## config.mk

```make
export PLATFORM = sky130hd
export DESIGN_NAME = source_text_tokenizer
export DESIGN_NICKNAME = d
export VERILOG_FILES = /design/src/hdl/stt_pkg.sv /design/src/hdl/stt_front.sv /design/src/hdl/stt_queue.sv /design/src/hdl/stt_back.sv /design/src/hdl/source_text_tokenizer.sv
export SDC_FILE = /design/constraint.sdc
export NUM_CORES = 1
export LEC_CHECK = 0
export BUFFER_PORTS_ARGS = -buffer_cell sky130_fd_sc_hd__buf_4
export CORE_ASPECT_RATIO = 0.9
export CORE_UTILIZATION = 55
export DETAILED_ROUTE_END_ITERATION = 6
export PLACE_DENSITY = 0.82
export SLEW_MARGIN = 40
export SYNTH_ARGS = -nofsm -noshare
export SYNTH_HDL_FRONTEND = slang
export SYNTH_SLANG_ARGS = --single-unit
```

## constraint.sdc

```tcl
create_clock -name i_clk -period 4.9 [get_ports i_clk]
set_clock_uncertainty 0.1 [all_clocks]
set_input_delay 0.98 -clock i_clk [delete_from_list [all_inputs] [get_ports i_clk]]
set_output_delay 0.98 -clock i_clk [all_outputs]
set_load 0.01 [all_outputs]
```

## src/hdl/stt_pkg.sv

```systemverilog
// Shared types, constants and keyword table for the source text tokenizer.
`timescale 1ns / 1ps
`default_nettype none

package stt_pkg;

    // Source size bound; offsets saturate at POS_TOP.
    localparam longint unsigned SOURCE_BYTES = 64'd65536;
    localparam logic [15:0] POS_TOP =
        ((SOURCE_BYTES - 64'd1) > 64'd65535) ? 16'hFFFF : 16'(SOURCE_BYTES - 64'd1);
    localparam logic [15:0] LEN_MAX = 16'hFFFF;

    // Identifier bytes kept for keyword matching.
    localparam int KEYWORD_CHARS = 6;
    localparam int KW_IDX_W      = $clog2(KEYWORD_CHARS);
    localparam int KW_COUNT      = 13;

    // Token queue between front and back.
    localparam int QUEUE_DEPTH = 4;
    localparam int QPTR_W      = $clog2(QUEUE_DEPTH);
    localparam int QCNT_W      = $clog2(QUEUE_DEPTH + 1);

    typedef enum logic [2:0] {
        MODE_IDLE,
        MODE_NUMBER,
        MODE_IDENT,
        MODE_COMMENT,
        MODE_OPER
    } t_mode;

    typedef enum logic [2:0] {
        OP_NONE,
        OP_EQ,
        OP_BANG,
        OP_LT,
        OP_GT,
        OP_SLASH
    } t_op;

    // Token kinds
    localparam logic [5:0] KIND_END     = 6'd0;
    localparam logic [5:0] KIND_NUMBER  = 6'd1;
    localparam logic [5:0] KIND_IDENT   = 6'd2;
    localparam logic [5:0] KIND_FUNC    = 6'd3;
    localparam logic [5:0] KIND_EQ_EQ   = 6'd16;
    localparam logic [5:0] KIND_NE      = 6'd17;
    localparam logic [5:0] KIND_LE      = 6'd18;
    localparam logic [5:0] KIND_GE      = 6'd19;
    localparam logic [5:0] KIND_PLUS    = 6'd20;
    localparam logic [5:0] KIND_MINUS   = 6'd21;
    localparam logic [5:0] KIND_STAR    = 6'd22;
    localparam logic [5:0] KIND_SLASH   = 6'd23;
    localparam logic [5:0] KIND_PERCENT = 6'd24;
    localparam logic [5:0] KIND_ASSIGN  = 6'd25;
    localparam logic [5:0] KIND_LT      = 6'd26;
    localparam logic [5:0] KIND_GT      = 6'd27;
    localparam logic [5:0] KIND_LPAREN  = 6'd28;
    localparam logic [5:0] KIND_RPAREN  = 6'd29;
    localparam logic [5:0] KIND_LBRACE  = 6'd30;
    localparam logic [5:0] KIND_RBRACE  = 6'd31;
    localparam logic [5:0] KIND_COMMA   = 6'd32;
    localparam logic [5:0] KIND_COLON   = 6'd33;

    // Byte codes
    localparam logic [7:0] CH_NUL     = 8'h00;
    localparam logic [7:0] CH_TAB     = 8'h09;
    localparam logic [7:0] CH_LF      = 8'h0A;
    localparam logic [7:0] CH_CR      = 8'h0D;
    localparam logic [7:0] CH_SPACE   = 8'h20;
    localparam logic [7:0] CH_BANG    = 8'h21;
    localparam logic [7:0] CH_PERCENT = 8'h25;
    localparam logic [7:0] CH_LPAREN  = 8'h28;
    localparam logic [7:0] CH_RPAREN  = 8'h29;
    localparam logic [7:0] CH_STAR    = 8'h2A;
    localparam logic [7:0] CH_PLUS    = 8'h2B;
    localparam logic [7:0] CH_COMMA   = 8'h2C;
    localparam logic [7:0] CH_MINUS   = 8'h2D;
    localparam logic [7:0] CH_SLASH   = 8'h2F;
    localparam logic [7:0] CH_ZERO    = 8'h30;
    localparam logic [7:0] CH_NINE    = 8'h39;
    localparam logic [7:0] CH_COLON   = 8'h3A;
    localparam logic [7:0] CH_LT      = 8'h3C;
    localparam logic [7:0] CH_EQ      = 8'h3D;
    localparam logic [7:0] CH_GT      = 8'h3E;
    localparam logic [7:0] CH_UP_A    = 8'h41;
    localparam logic [7:0] CH_UP_Z    = 8'h5A;
    localparam logic [7:0] CH_UNDER   = 8'h5F;
    localparam logic [7:0] CH_LO_A    = 8'h61;
    localparam logic [7:0] CH_LO_Z    = 8'h7A;
    localparam logic [7:0] CH_LBRACE  = 8'h7B;
    localparam logic [7:0] CH_RBRACE  = 8'h7D;

    // Keyword buffer, byte 0 is the first character.
    typedef logic [KEYWORD_CHARS-1:0][7:0] t_kwbuf;

    // Keyword text written last character first, so byte 0 lands at the bottom;
    // unused bytes are zero.
    localparam t_kwbuf KW_TEXT [KW_COUNT] = '{
        t_kwbuf'("cnuf"),   t_kwbuf'("fi"),     t_kwbuf'("file"),
        t_kwbuf'("esle"),   t_kwbuf'("rof"),    t_kwbuf'("elihw"),
        t_kwbuf'("od"),     t_kwbuf'("nruter"), t_kwbuf'("tnirp"),
        t_kwbuf'("tupni"),  t_kwbuf'("labolg"), t_kwbuf'("lacol"),
        t_kwbuf'("citats")
    };
    localparam logic [2:0] KW_LEN [KW_COUNT] = '{
        3'd4, 3'd2, 3'd4, 3'd4, 3'd3, 3'd5, 3'd2, 3'd6, 3'd5, 3'd5, 3'd6, 3'd5, 3'd6
    };

    typedef struct packed {
        logic [5:0]  kind;
        logic [15:0] start;
        logic [15:0] len;
        logic        ovf;
        logic        last;
    } t_token;

    // Up to two tokens pushed per source beat.
    typedef struct packed {
        logic [1:0] count;
        t_token     tok0;
        t_token     tok1;
    } t_push;

    typedef struct packed {
        logic   valid;
        t_token tok;
    } t_head;

    // Identifier or keyword kind; bytes past the run length are zero in kbuf.
    function automatic logic [5:0] kw_kind(t_kwbuf kbuf, logic [15:0] len);
        logic [5:0] kind;
        kind = KIND_IDENT;
        for (int k = KW_COUNT - 1; k >= 0; k--) begin
            if (len == 16'(KW_LEN[k]) && kbuf == KW_TEXT[k]) begin
                kind = 6'(int'(KIND_FUNC) + k);
            end
        end
        return kind;
    endfunction

endpackage

`default_nettype wire

```

## src/hdl/stt_front.sv

```systemverilog
// Front end: scanner state, byte classification and token generation.
`timescale 1ns / 1ps
`default_nettype none

module stt_front (
    input  wire logic          i_clk,
    input  wire logic          i_rst_n,
    input  wire logic          i_valid,
    output logic               o_stall,
    input  wire logic [7:0]    i_ch,
    input  wire logic          i_room,
    output stt_pkg::t_push     o_push
);

    function automatic logic is_space(logic [7:0] c);
        return c == stt_pkg::CH_SPACE || (c >= stt_pkg::CH_TAB && c <= stt_pkg::CH_CR);
    endfunction

    function automatic logic is_digit(logic [7:0] c);
        return c >= stt_pkg::CH_ZERO && c <= stt_pkg::CH_NINE;
    endfunction

    function automatic logic is_alpha_(logic [7:0] c);
        return (c >= stt_pkg::CH_LO_A && c <= stt_pkg::CH_LO_Z) ||
               (c >= stt_pkg::CH_UP_A && c <= stt_pkg::CH_UP_Z) || c == stt_pkg::CH_UNDER;
    endfunction

    stt_pkg::t_mode  r_mode, n_mode;
    stt_pkg::t_op    r_op, n_op;
    logic [15:0]     r_start, n_start;
    logic [15:0]     r_len, n_len;
    stt_pkg::t_kwbuf r_kw, n_kw;
    logic [15:0]     r_pos, n_pos;
    logic            r_ovf, n_ovf;

    logic            acc;
    logic            ovf_now;
    logic            do_flush, do_start;
    logic            fl_v, st_v;
    logic [5:0]      fl_kind, st_kind;
    logic [15:0]     fl_start, st_start, fl_len, st_len;
    stt_pkg::t_op    new_op;
    logic [5:0]      single_kind;

    assign o_stall = !i_room;
    assign acc     = i_valid && i_room;
    assign ovf_now = r_ovf || (i_ch != stt_pkg::CH_NUL && r_pos == stt_pkg::POS_TOP);

    // Operator starts and single-byte punctuation
    always_comb begin
        new_op      = stt_pkg::OP_NONE;
        single_kind = stt_pkg::KIND_END;
        case (i_ch)
            stt_pkg::CH_EQ:      new_op = stt_pkg::OP_EQ;
            stt_pkg::CH_BANG:    new_op = stt_pkg::OP_BANG;
            stt_pkg::CH_LT:      new_op = stt_pkg::OP_LT;
            stt_pkg::CH_GT:      new_op = stt_pkg::OP_GT;
            stt_pkg::CH_SLASH:   new_op = stt_pkg::OP_SLASH;
            stt_pkg::CH_PLUS:    single_kind = stt_pkg::KIND_PLUS;
            stt_pkg::CH_MINUS:   single_kind = stt_pkg::KIND_MINUS;
            stt_pkg::CH_STAR:    single_kind = stt_pkg::KIND_STAR;
            stt_pkg::CH_PERCENT: single_kind = stt_pkg::KIND_PERCENT;
            stt_pkg::CH_LPAREN:  single_kind = stt_pkg::KIND_LPAREN;
            stt_pkg::CH_RPAREN:  single_kind = stt_pkg::KIND_RPAREN;
            stt_pkg::CH_LBRACE:  single_kind = stt_pkg::KIND_LBRACE;
            stt_pkg::CH_RBRACE:  single_kind = stt_pkg::KIND_RBRACE;
            stt_pkg::CH_COMMA:   single_kind = stt_pkg::KIND_COMMA;
            stt_pkg::CH_COLON:   single_kind = stt_pkg::KIND_COLON;
            default: ;
        endcase
    end

    always_comb begin
        n_mode   = r_mode;
        n_op     = r_op;
        n_start  = r_start;
        n_len    = r_len;
        n_kw     = r_kw;
        n_pos    = r_pos;
        n_ovf    = r_ovf;
        do_flush = 1'b0;
        do_start = 1'b0;
        fl_v     = 1'b0;
        fl_kind  = stt_pkg::KIND_END;
        fl_start = r_start;
        fl_len   = r_len;
        st_v     = 1'b0;
        st_kind  = stt_pkg::KIND_END;
        st_start = r_pos;
        st_len   = 16'd1;

        if (i_ch == stt_pkg::CH_NUL) begin
            do_flush = 1'b1;
        end else begin
            if (r_pos < stt_pkg::POS_TOP) begin
                n_pos = r_pos + 16'd1;
            end else begin
                n_ovf = 1'b1;
            end
            case (r_mode)
                stt_pkg::MODE_NUMBER: begin
                    if (is_digit(i_ch)) begin
                        if (r_len != stt_pkg::LEN_MAX) n_len = r_len + 16'd1;
                    end else begin
                        do_flush = 1'b1;
                        do_start = 1'b1;
                    end
                end
                stt_pkg::MODE_IDENT: begin
                    if (is_alpha_(i_ch) || is_digit(i_ch)) begin
                        if (r_len < 16'(stt_pkg::KEYWORD_CHARS)) begin
                            n_kw[r_len[stt_pkg::KW_IDX_W-1:0]] = i_ch;
                        end
                        if (r_len != stt_pkg::LEN_MAX) n_len = r_len + 16'd1;
                    end else begin
                        do_flush = 1'b1;
                        do_start = 1'b1;
                    end
                end
                stt_pkg::MODE_COMMENT: begin
                    if (i_ch == stt_pkg::CH_LF) n_mode = stt_pkg::MODE_IDLE;
                end
                stt_pkg::MODE_OPER: begin
                    if (r_op == stt_pkg::OP_SLASH && i_ch == stt_pkg::CH_SLASH) begin
                        n_mode = stt_pkg::MODE_COMMENT;
                        n_op   = stt_pkg::OP_NONE;
                    end else if (i_ch == stt_pkg::CH_EQ &&
                                 (r_op == stt_pkg::OP_EQ || r_op == stt_pkg::OP_BANG ||
                                  r_op == stt_pkg::OP_LT || r_op == stt_pkg::OP_GT)) begin
                        st_v     = 1'b1;
                        st_start = r_start;
                        st_len   = 16'd2;
                        case (r_op)
                            stt_pkg::OP_EQ:   st_kind = stt_pkg::KIND_EQ_EQ;
                            stt_pkg::OP_BANG: st_kind = stt_pkg::KIND_NE;
                            stt_pkg::OP_LT:   st_kind = stt_pkg::KIND_LE;
                            default:          st_kind = stt_pkg::KIND_GE;
                        endcase
                        n_mode = stt_pkg::MODE_IDLE;
                        n_op   = stt_pkg::OP_NONE;
                    end else begin
                        do_flush = 1'b1;
                        do_start = 1'b1;
                    end
                end
                default: begin
                    n_mode   = stt_pkg::MODE_IDLE;
                    do_start = 1'b1;
                end
            endcase
        end

        // Pending token out first
        if (do_flush) begin
            case (r_mode)
                stt_pkg::MODE_NUMBER: begin
                    fl_v    = 1'b1;
                    fl_kind = stt_pkg::KIND_NUMBER;
                end
                stt_pkg::MODE_IDENT: begin
                    fl_v    = 1'b1;
                    fl_kind = stt_pkg::kw_kind(r_kw, r_len);
                end
                stt_pkg::MODE_OPER: begin
                    fl_len = 16'd1;
                    case (r_op)
                        stt_pkg::OP_EQ:    begin fl_v = 1'b1; fl_kind = stt_pkg::KIND_ASSIGN; end
                        stt_pkg::OP_LT:    begin fl_v = 1'b1; fl_kind = stt_pkg::KIND_LT;     end
                        stt_pkg::OP_GT:    begin fl_v = 1'b1; fl_kind = stt_pkg::KIND_GT;     end
                        stt_pkg::OP_SLASH: begin fl_v = 1'b1; fl_kind = stt_pkg::KIND_SLASH;  end
                        default: ; // lone bang gives nothing
                    endcase
                end
                default: ;
            endcase
            n_mode = stt_pkg::MODE_IDLE;
            n_op   = stt_pkg::OP_NONE;
        end

        // New token from this byte
        if (do_start && !is_space(i_ch)) begin
            if (is_digit(i_ch)) begin
                n_mode  = stt_pkg::MODE_NUMBER;
                n_start = r_pos;
                n_len   = 16'd1;
            end else if (is_alpha_(i_ch)) begin
                n_mode  = stt_pkg::MODE_IDENT;
                n_start = r_pos;
                n_len   = 16'd1;
                n_kw    = '0;
                n_kw[0] = i_ch;
            end else if (new_op != stt_pkg::OP_NONE) begin
                n_mode  = stt_pkg::MODE_OPER;
                n_op    = new_op;
                n_start = r_pos;
                n_len   = 16'd1;
            end else if (single_kind != stt_pkg::KIND_END) begin
                st_v    = 1'b1;
                st_kind = single_kind;
            end
        end

        // End of source: END token, then back to reset values
        if (i_ch == stt_pkg::CH_NUL) begin
            st_v     = 1'b1;
            st_kind  = stt_pkg::KIND_END;
            st_start = r_pos;
            st_len   = 16'd0;
            n_mode   = stt_pkg::MODE_IDLE;
            n_op     = stt_pkg::OP_NONE;
            n_start  = 16'd0;
            n_len    = 16'd0;
            n_kw     = '0;
            n_pos    = 16'd0;
            n_ovf    = 1'b0;
        end
    end

    // Pack the beat's tokens in order
    always_comb begin
        o_push = '0;
        if (acc) begin
            o_push.count = 2'(fl_v) + 2'(st_v);
            if (fl_v) begin
                o_push.tok0 = '{kind: fl_kind, start: fl_start, len: fl_len,
                                ovf: ovf_now, last: !st_v};
                o_push.tok1 = '{kind: st_kind, start: st_start, len: st_len,
                                ovf: ovf_now, last: 1'b1};
            end else begin
                o_push.tok0 = '{kind: st_kind, start: st_start, len: st_len,
                                ovf: ovf_now, last: 1'b1};
            end
        end
    end

    always_ff @(posedge i_clk) begin
        if (!i_rst_n) begin
            r_mode  <= stt_pkg::MODE_IDLE;
            r_op    <= stt_pkg::OP_NONE;
            r_start <= 16'd0;
            r_len   <= 16'd0;
            r_kw    <= '0;
            r_pos   <= 16'd0;
            r_ovf   <= 1'b0;
        end else if (acc) begin
            r_mode  <= n_mode;
            r_op    <= n_op;
            r_start <= n_start;
            r_len   <= n_len;
            r_kw    <= n_kw;
            r_pos   <= n_pos;
            r_ovf   <= n_ovf;
        end
    end

endmodule

`default_nettype wire

```

## src/hdl/stt_queue.sv

```systemverilog
// Token queue: two pushes, one pop per cycle.
`timescale 1ns / 1ps
`default_nettype none

module stt_queue (
    input  wire logic          i_clk,
    input  wire logic          i_rst_n,
    input  stt_pkg::t_push     i_push,
    output logic               o_room,
    output stt_pkg::t_head     o_head,
    input  wire logic          i_pop
);

    stt_pkg::t_token               r_mem [stt_pkg::QUEUE_DEPTH];
    logic [stt_pkg::QPTR_W-1:0]    r_wr, n_wr;
    logic [stt_pkg::QPTR_W-1:0]    r_rd, n_rd;
    logic [stt_pkg::QCNT_W-1:0]    r_cnt, n_cnt;
    logic [stt_pkg::QPTR_W-1:0]    wr_next;

    assign wr_next = r_wr + stt_pkg::QPTR_W'(1);
    // Front may only take a beat when both of its possible tokens fit.
    assign o_room  = r_cnt <= stt_pkg::QCNT_W'(stt_pkg::QUEUE_DEPTH - 2);
    assign o_head  = '{valid: r_cnt != '0, tok: r_mem[r_rd]};

    always_comb begin
        n_wr  = r_wr + stt_pkg::QPTR_W'(i_push.count);
        n_rd  = i_pop ? r_rd + stt_pkg::QPTR_W'(1) : r_rd;
        n_cnt = r_cnt + stt_pkg::QCNT_W'(i_push.count) - stt_pkg::QCNT_W'(i_pop);
    end

    always_ff @(posedge i_clk) begin
        if (i_push.count != 2'd0) r_mem[r_wr]    <= i_push.tok0;
        if (i_push.count == 2'd2) r_mem[wr_next] <= i_push.tok1;
    end

    always_ff @(posedge i_clk) begin
        if (!i_rst_n) begin
            r_wr  <= '0;
            r_rd  <= '0;
            r_cnt <= '0;
        end else begin
            r_wr  <= n_wr;
            r_rd  <= n_rd;
            r_cnt <= n_cnt;
        end
    end

endmodule

`default_nettype wire

```

## src/hdl/stt_back.sv

```systemverilog
// Back end: output register, one token per cycle unless stalled.
`timescale 1ns / 1ps
`default_nettype none

module stt_back (
    input  wire logic          i_clk,
    input  wire logic          i_rst_n,
    input  stt_pkg::t_head     i_head,
    output logic               o_pop,
    output logic               o_valid,
    input  wire logic          i_stall,
    output logic [5:0]         o_token_kind,
    output logic [15:0]        o_start_offset,
    output logic [15:0]        o_token_length,
    output logic               o_position_overflow,
    output logic               o_last
);

    logic            r_valid, n_valid;
    stt_pkg::t_token r_tok;

    assign o_pop   = i_head.valid && (!r_valid || !i_stall);
    assign n_valid = o_pop || (r_valid && i_stall);

    always_ff @(posedge i_clk) begin
        if (!i_rst_n) r_valid <= 1'b0;
        else          r_valid <= n_valid;
    end

    always_ff @(posedge i_clk) begin
        if (o_pop) r_tok <= i_head.tok;
    end

    assign o_valid             = r_valid;
    assign o_token_kind        = r_tok.kind;
    assign o_start_offset      = r_tok.start;
    assign o_token_length      = r_tok.len;
    assign o_position_overflow = r_tok.ovf;
    assign o_last              = r_tok.last;

endmodule

`default_nettype wire

```

## src/hdl/source_text_tokenizer.sv

```systemverilog
// Top level of the streaming source text tokenizer.
//
//  channel  | direction | handshake          | payload
//  ---------+-----------+--------------------+------------------------------------------
//  source   | in        | i_valid / o_stall  | i_ch
//  token    | out       | o_valid / i_stall  | o_token_kind, o_start_offset,
//           |           |                    | o_token_length, o_position_overflow, o_last
//
// One source beat is taken per cycle unless stalled; it yields zero, one or two token beats.
// A token is written into the token queue when its source beat is taken and is later
// popped into the output register; the second token of a beat follows the first.
// Token beats leave at one per cycle unless i_stall is high; the source side stalls while the
// four-entry token queue has fewer than two free slots.
// Reset is synchronous, active low, and clears scanner state, queue and output valid.
// A token-side stall holds the output register; the queue takes beats while it has room.
`timescale 1ns / 1ps
`default_nettype none

module source_text_tokenizer (
    input  wire logic        i_clk,
    input  wire logic        i_rst_n,
    input  wire logic        i_valid,
    output logic             o_stall,
    input  wire logic [7:0]  i_ch,
    output logic             o_valid,
    input  wire logic        i_stall,
    output logic [5:0]       o_token_kind,
    output logic [15:0]      o_start_offset,
    output logic [15:0]      o_token_length,
    output logic             o_position_overflow,
    output logic             o_last
);

    stt_pkg::t_push push;  // tokens from the scanner this cycle
    stt_pkg::t_head head;  // oldest queued token
    logic           room;
    logic           pop;

    // Scanner: mode, pending operator, keyword buffer and position counter
    stt_front u_front (
        .i_clk   (i_clk),
        .i_rst_n (i_rst_n),
        .i_valid (i_valid),
        .o_stall (o_stall),
        .i_ch    (i_ch),
        .i_room  (room),
        .o_push  (push)
    );

    // Decouples the scanner from output stalls
    stt_queue u_queue (
        .i_clk   (i_clk),
        .i_rst_n (i_rst_n),
        .i_push  (push),
        .o_room  (room),
        .o_head  (head),
        .i_pop   (pop)
    );

    // Output register
    stt_back u_back (
        .i_clk               (i_clk),
        .i_rst_n             (i_rst_n),
        .i_head              (head),
        .o_pop               (pop),
        .o_valid             (o_valid),
        .i_stall             (i_stall),
        .o_token_kind        (o_token_kind),
        .o_start_offset      (o_start_offset),
        .o_token_length      (o_token_length),
        .o_position_overflow (o_position_overflow),
        .o_last              (o_last)
    );

endmodule

`default_nettype wire

```

Word-level counts from Yosys, hierarchy flattened:

Memory sizes are Yosys's and may differ from the RTL's. A register that Yosys moved wholly into a read port is not among the register bits.
Index checks and enable logic that the tools add are counted.

* register bits: 111
* memory bits (writable): 160
* bits of input ports: 12
* output and inout bits: 42
* word-level logic and storage cells: 253
* memories kept: 1

Memory list
* u_queue.r_mem: depth 4, bits a word 40, rd ports 1, clocked after Yosys merged registers in 1, wr ports 2, line stt_queue.sv:14 `stt_pkg::t_token r_mem [stt_pkg::QUEUE_DEPTH];`

* add/sub/neg operators: 8
* magnitude comparators: 13
* equality and inequality tests: 49
* mux-type cells: 112
* reductions and logical operators: 54

Operator list (count)
* two-way mux 16 bit: 24
* two-way mux 48 bit: 7
* == test 48 x 39 -> 1 bit (second input constant): 4
* == test 48 x 31 -> 1 bit (second input constant): 3
* == test 48 x 47 -> 1 bit (second input constant): 3
* == test 8 x 6 -> 1 bit (second input constant): 14
* == test 48 x 15 -> 1 bit (second input constant): 2
* two-way mux 82 bit: 1
* two-way mux 40 bit: 2
* two-way mux 6 bit: 10
* case mux 6 bit (10 select lines): 1
* two-way mux 3 bit: 18
* two-way mux 4 bit: 13
* bitwise mux 48 bit: 1
* == test 16 x 3 -> 1 bit (second input constant): 3
* == test 48 x 23 -> 1 bit (second input constant): 1
* adder 16 x 1 -> 16 bit (second input constant): 2
* == test 16 x 2 -> 1 bit (second input constant): 2
* case mux 16 bit (2 select lines): 1
* logical AND 1 bit: 25
* demux 8 bit (select 3 bit): 1
* == test 8 x 7 -> 1 bit (second input constant): 3
* two-way mux 1 bit: 23
* case mux 5 bit (4 select lines): 1
* 45 further kinds: 71

Depth between registers and ports, before layout:

* depth in word-level cells: 22
* gate-level depth with buffers: 16
* depth with buffers taken out: 13

Modules after synthesis:

A second synthesis with hierarchy kept.

* cells, all modules: 1357
* area total of the unflattened synthesis: 16384.5 um^2

Modules (own cells, without submodules)
* stt_queue: instances 1, cells an instance 435, area each 8416.8 um^2, sequential area each 4984.8 um^2
* stt_front: instances 1, cells an instance 878, area each 6727.7 um^2, sequential area each 2062.0 um^2
* stt_back: instances 1, cells an instance 44, area each 1239.9 um^2, sequential area each 1221.2 um^2

Least setup slack after synthesis:

No wires, ideal clock.

* path kind: input -> register
* start: input i_ch[0]
* end: memory u_queue.r_mem[1][0] (netlist name), enable pin
* setup time: 0.381 ns
* arrival time: 4.764 ns
* required time: 4.419 ns
* setup slack: -0.345 ns
* stages: 14
* path buffers: 3
* cell sequence: clkbuf_1 or4_1 o211ai_1 o211ai_1 a21o_1 a21oi_1 nand2b_1 ha_1 or3b_2 or3_1 and2_0 clkbuf_1 clkbuf_1 inv_1

RTL lines
* start: declaration: line source_text_tokenizer.sv:24 `input wire logic [7:0] i_ch,`
* end: declaration: line stt_queue.sv:14

==> flow_metrics.env <==
export IMPL_hold_path_class="reg -> reg"
export IMPL_end_kind="flip-flop"
export IMPL_synth_area_mux_share_pct=6.48
export IMPL_die_area_mm2=0.0270
export IMPL_numClockSinks=311
export IMPL_cp_top_family="simple AND/OR/NAND/NOR gates"
export IMPL_layout_area_overhead_vs_synth_pct=13.9
export IMPL_synth_top_family_by_area="simple AND/OR/NAND/NOR gates"
export IMPL_rsz0062_at_grt="false"
export IMPL_fillers=1983
export IMPL_finalNonFillerCells=1704
export IMPL_cp_slowest_cell="or3b_2"
export IMPL_cts_buffer_depth=3
export IMPL_cts_tree="done"
export IMPL_antenna_found_initial=0
export IMPL_finalCritPeriodShare_pct=90.5
export IMPL_cts_hold_buf=0
export IMPL_die_w_um=173
export IMPL_cap_violations=0
export IMPL_required_ps=5240
export IMPL_cts_buffers=31
export IMPL_status="completed"
export IMPL_core_area_mm2=0.0260
export IMPL_clk_pin_slew_ps=60
export IMPL_regArea_mm2=0.00767
export IMPL_drtIter0Drc=1360
export IMPL_power_total_w=0.00698
export IMPL_rows=56
export IMPL_reg2reg_to="u_queue.r_mem[1][25]"
export IMPL_vias=11200
export IMPL_fin_nets=1355
export IMPL_dp_hpwl_um=25700
export IMPL_crit_end="u_queue.r_mem[1][25]"
export IMPL_grt_overflow_total=0
export IMPL_worstPathArrival_ps=4770
export IMPL_layout_min_cycle_time_ps=4430
export IMPL_synth_xor_area_share_pct=1.93
export IMPL_synth_area_per_cell_um2=11.1
export IMPL_ys_types=78
export IMPL_first_global_vias=10700
export IMPL_worst_r2r_setup_slack_ps=590
export IMPL_place_port_buffers=53
export IMPL_r2r_cells=12
export IMPL_worst_slew_pin_slew_ps=863
export IMPL_drive_gt1_share_pct=17.9
export IMPL_avgRoutedWirePerCell_um=22.4
export IMPL_start_util_pct=55.8
export IMPL_syn_instance_count=1303
export IMPL_startpoint_type="input port"
export IMPL_power_per_cell_area_mw_per_mm2=422
export IMPL_multi_input_area_mm2=0.00642
export IMPL_synthAdderAreaFrac_pct=1.09
export IMPL_synth_ff_type="dfxtp_1"
export IMPL_wirelength_um=38200
export IMPL_power_static_leakage_nw=5.72
export IMPL_cp_num_buf_inv=2
export IMPL_syn_nets=1327
export IMPL_drc=0
export IMPL_postCtsSetupRepairBufs=0
export IMPL_crit_fanout=16
export IMPL_synth_cell_area_mm2=0.0145
export IMPL_yosysWarnings=0
export IMPL_die_h_um=156
export IMPL_drv_slew=0
export IMPL_route_antenna_remaining_nets=0
export IMPL_startpoint="i_ch[4]"
export IMPL_dpl_worst_slack_ps=-51.9
export IMPL_ir_worst_vdd_mv=0.296
export IMPL_n_antenna_cell=0
export IMPL_setup_viol=0
export IMPL_grt_total_usage_pct=28.3
export IMPL_max_freq_ghz=0.226
export IMPL_post_cts_resized=0
export IMPL_place_gp_congestion=0.920
export IMPL_io_pins=54
export IMPL_crit_chain="buf_4 -> buf_4 -> and4b_1 -> or3b_2 -> nand2_1 -> o21ai_0 -> a21oi_2 -> nand2b_4 -> ha_1 -> or3b_2 -> or3_4 -> or2_2 -> o21ai_2 -> a22o_1"
export IMPL_htreeDepth=1
export IMPL_synth_compound_area_share_pct=17.0
export IMPL_crit_type="in -> reg"
export IMPL_slowest_delay_ps=480
export IMPL_grt_max_degree=53
export IMPL_relSlewSlack_pct=42.5
export IMPL_seq_area_frac_synth_pct=52.8
export IMPL_async_flop_share_pct=0
export IMPL_whs_ps=375
export IMPL_layout_setup_ws_ps=467
export IMPL_detail_route_first_pass_iterations=6
export IMPL_path_depth=14
export IMPL_synth_edf_count=144
export IMPL_synth_seq_cells=311
export IMPL_reg2reg_from="u_front.r_mode[2]"
export IMPL_clock_latency_ps=570
export IMPL_cts_root_buffer="clkbuf_16"
export IMPL_synth_simple_area_share_pct=17.2
export IMPL_place_inst=1646
export IMPL_via_per_inst=6.59
export IMPL_grt_pass1_wl_um=60200
export IMPL_hold_viol=0
export IMPL_postLayoutCoreUtil_pct=63.6
layer usage:
layer | track usage (%) | vias to the layer above | part of all wire [%]
met1 | 40.9 | 5401 | 43
li1 | - | 5094 | -
met5 | 0 | - | 0
met2 | 43.8 | 663 | 45
met4 | 7.04 | 0 | 2.0
met3 | 5.46 | 68 | 10
state kept, by name, indices dropped and copies added, names as in the netlist:
register / count
u_back.o_last: 1
u_back.o_position_overflow: 1
u_back.o_start_offset: 16
u_back.o_token_kind: 6
u_back.o_token_length: 16
u_back.o_valid: 1
u_front.fl_start: 16
u_front.r_kw: 48
u_front.r_len: 16
u_front.r_mode: 3
u_front.r_op: 3
u_front.r_ovf: 1
u_front.r_pos: 16
u_queue.r_cnt: 3
u_queue.r_mem: 160
u_queue.r_rd: 2
u_queue.r_wr: 2
worst min path at each step:
stage	from	slack (ps)	cells past startpoint	endpoint
final	u_queue.r_mem[3][13]	370	1	u_queue.r_mem[3][13]
after global routing	u_queue.r_mem[2][12]	390	1	u_queue.r_mem[2][12]
after CTS	u_front.r_kw[7]	360	2	u_front.r_kw[7]
after detailed placement	u_front.r_kw[7]	350	2	u_front.r_kw[7]
after global placement	u_front.r_kw[7]	340	2	u_front.r_kw[7]
after floorplan	u_front.r_kw[7]	320	2	u_front.r_kw[7]
Yosys cell counts (11+ instances only):
cell type	n	area share, %
dfxtp_1	167	23
a22o_1	153	9.2
edfxtp_1	144	30
nor2_1	94	2.4
clkbuf_1	86	2.2
nand2_1	68	1.8
o21ai_0	53	1.8
nand3_1	48	1.7
mux4_2	40	6.2
nand4_1	32	1.4
a21oi_1	27	0.93
nor3_1	27	0.93
o22ai_1	26	1.1
nor4_1	24	1.0
nor2b_1	23	0.99
and3_1	22	0.95
inv_1	20	0.52
xor2_1	20	1.2
and2_1	19	0.82
buf_2	12	0.41
xnor2_1	12	0.72
ha_1	11	0.95
nor4bb_1	11	0.76
cells by family after synthesis:
logic type | count (synthesis)
adder cells (fa/ha/maj) | 12
multiplexers | 44
AO/OA/AOI/OAI | 328
AND/OR/NAND/NOR | 448
buffers and inverters | 128
flip-flops | 311
XOR/XNOR | 32
layout by cell type, fill, tap and decap left out, types with 32 or more instances in the layout:
| cell type | netlist | layout |
|---|---|---|
| nand4_1 | 32 | 32 |
| dfxtp_1 | 167 | 165 |
| clkbuf_16 | 0 | 35 |
| o21ai_0 | 53 | 53 |
| nor2_1 | 94 | 91 |
| nand3_1 | 48 | 48 |
| a22o_1 | 153 | 153 |
| nand2_1 | 68 | 68 |
| edfxtp_1 | 144 | 144 |
| mux4_2 | 40 | 40 |
| buf_4 | 0 | 99 |
area by class of cell:
type,count,area share (%)
multi-input combinational,864,38.9
inverter,21,0.522
tap,348,2.63
clock buffer,44,5.83
sequential,311,46.4
timing repair buffer,102,4.86
clock inverter,14,0.878
power by group:
part | total, W | switching (W) | internal [W]
Combinational | 0.00129 | 0.000698 | 0.000594
Clock | 0.00250 | 0.00101 | 0.00148
Sequential | 0.00320 | 0.000190 | 0.00301
Total | 0.00698 | 0.00190 | 0.00508
worst register-to-register path, stage by stage, from the launching register on:
cell	delay [ps]
dfxtp_1	440
or3b_2	540
nor4_1	410
a211o_1	170
a21o_1	140
a21oi_2	60
nand2b_4	180
ha_1	350
or3b_2	480
or3_4	370
or2_2	330
o21ai_2	320
a22o_1	280
stage by stage:
stage / setup TNS (ps) / cell area, µm²
after global placement: 0 / 15400
after global routing: 0 / 16500
after detailed placement: -511 / 15400
after CTS: 0 / 16500
after floorplan: 0 / 14600
final: 0 / 16500
Note: power is estimated with default switching activity, not from simulation.
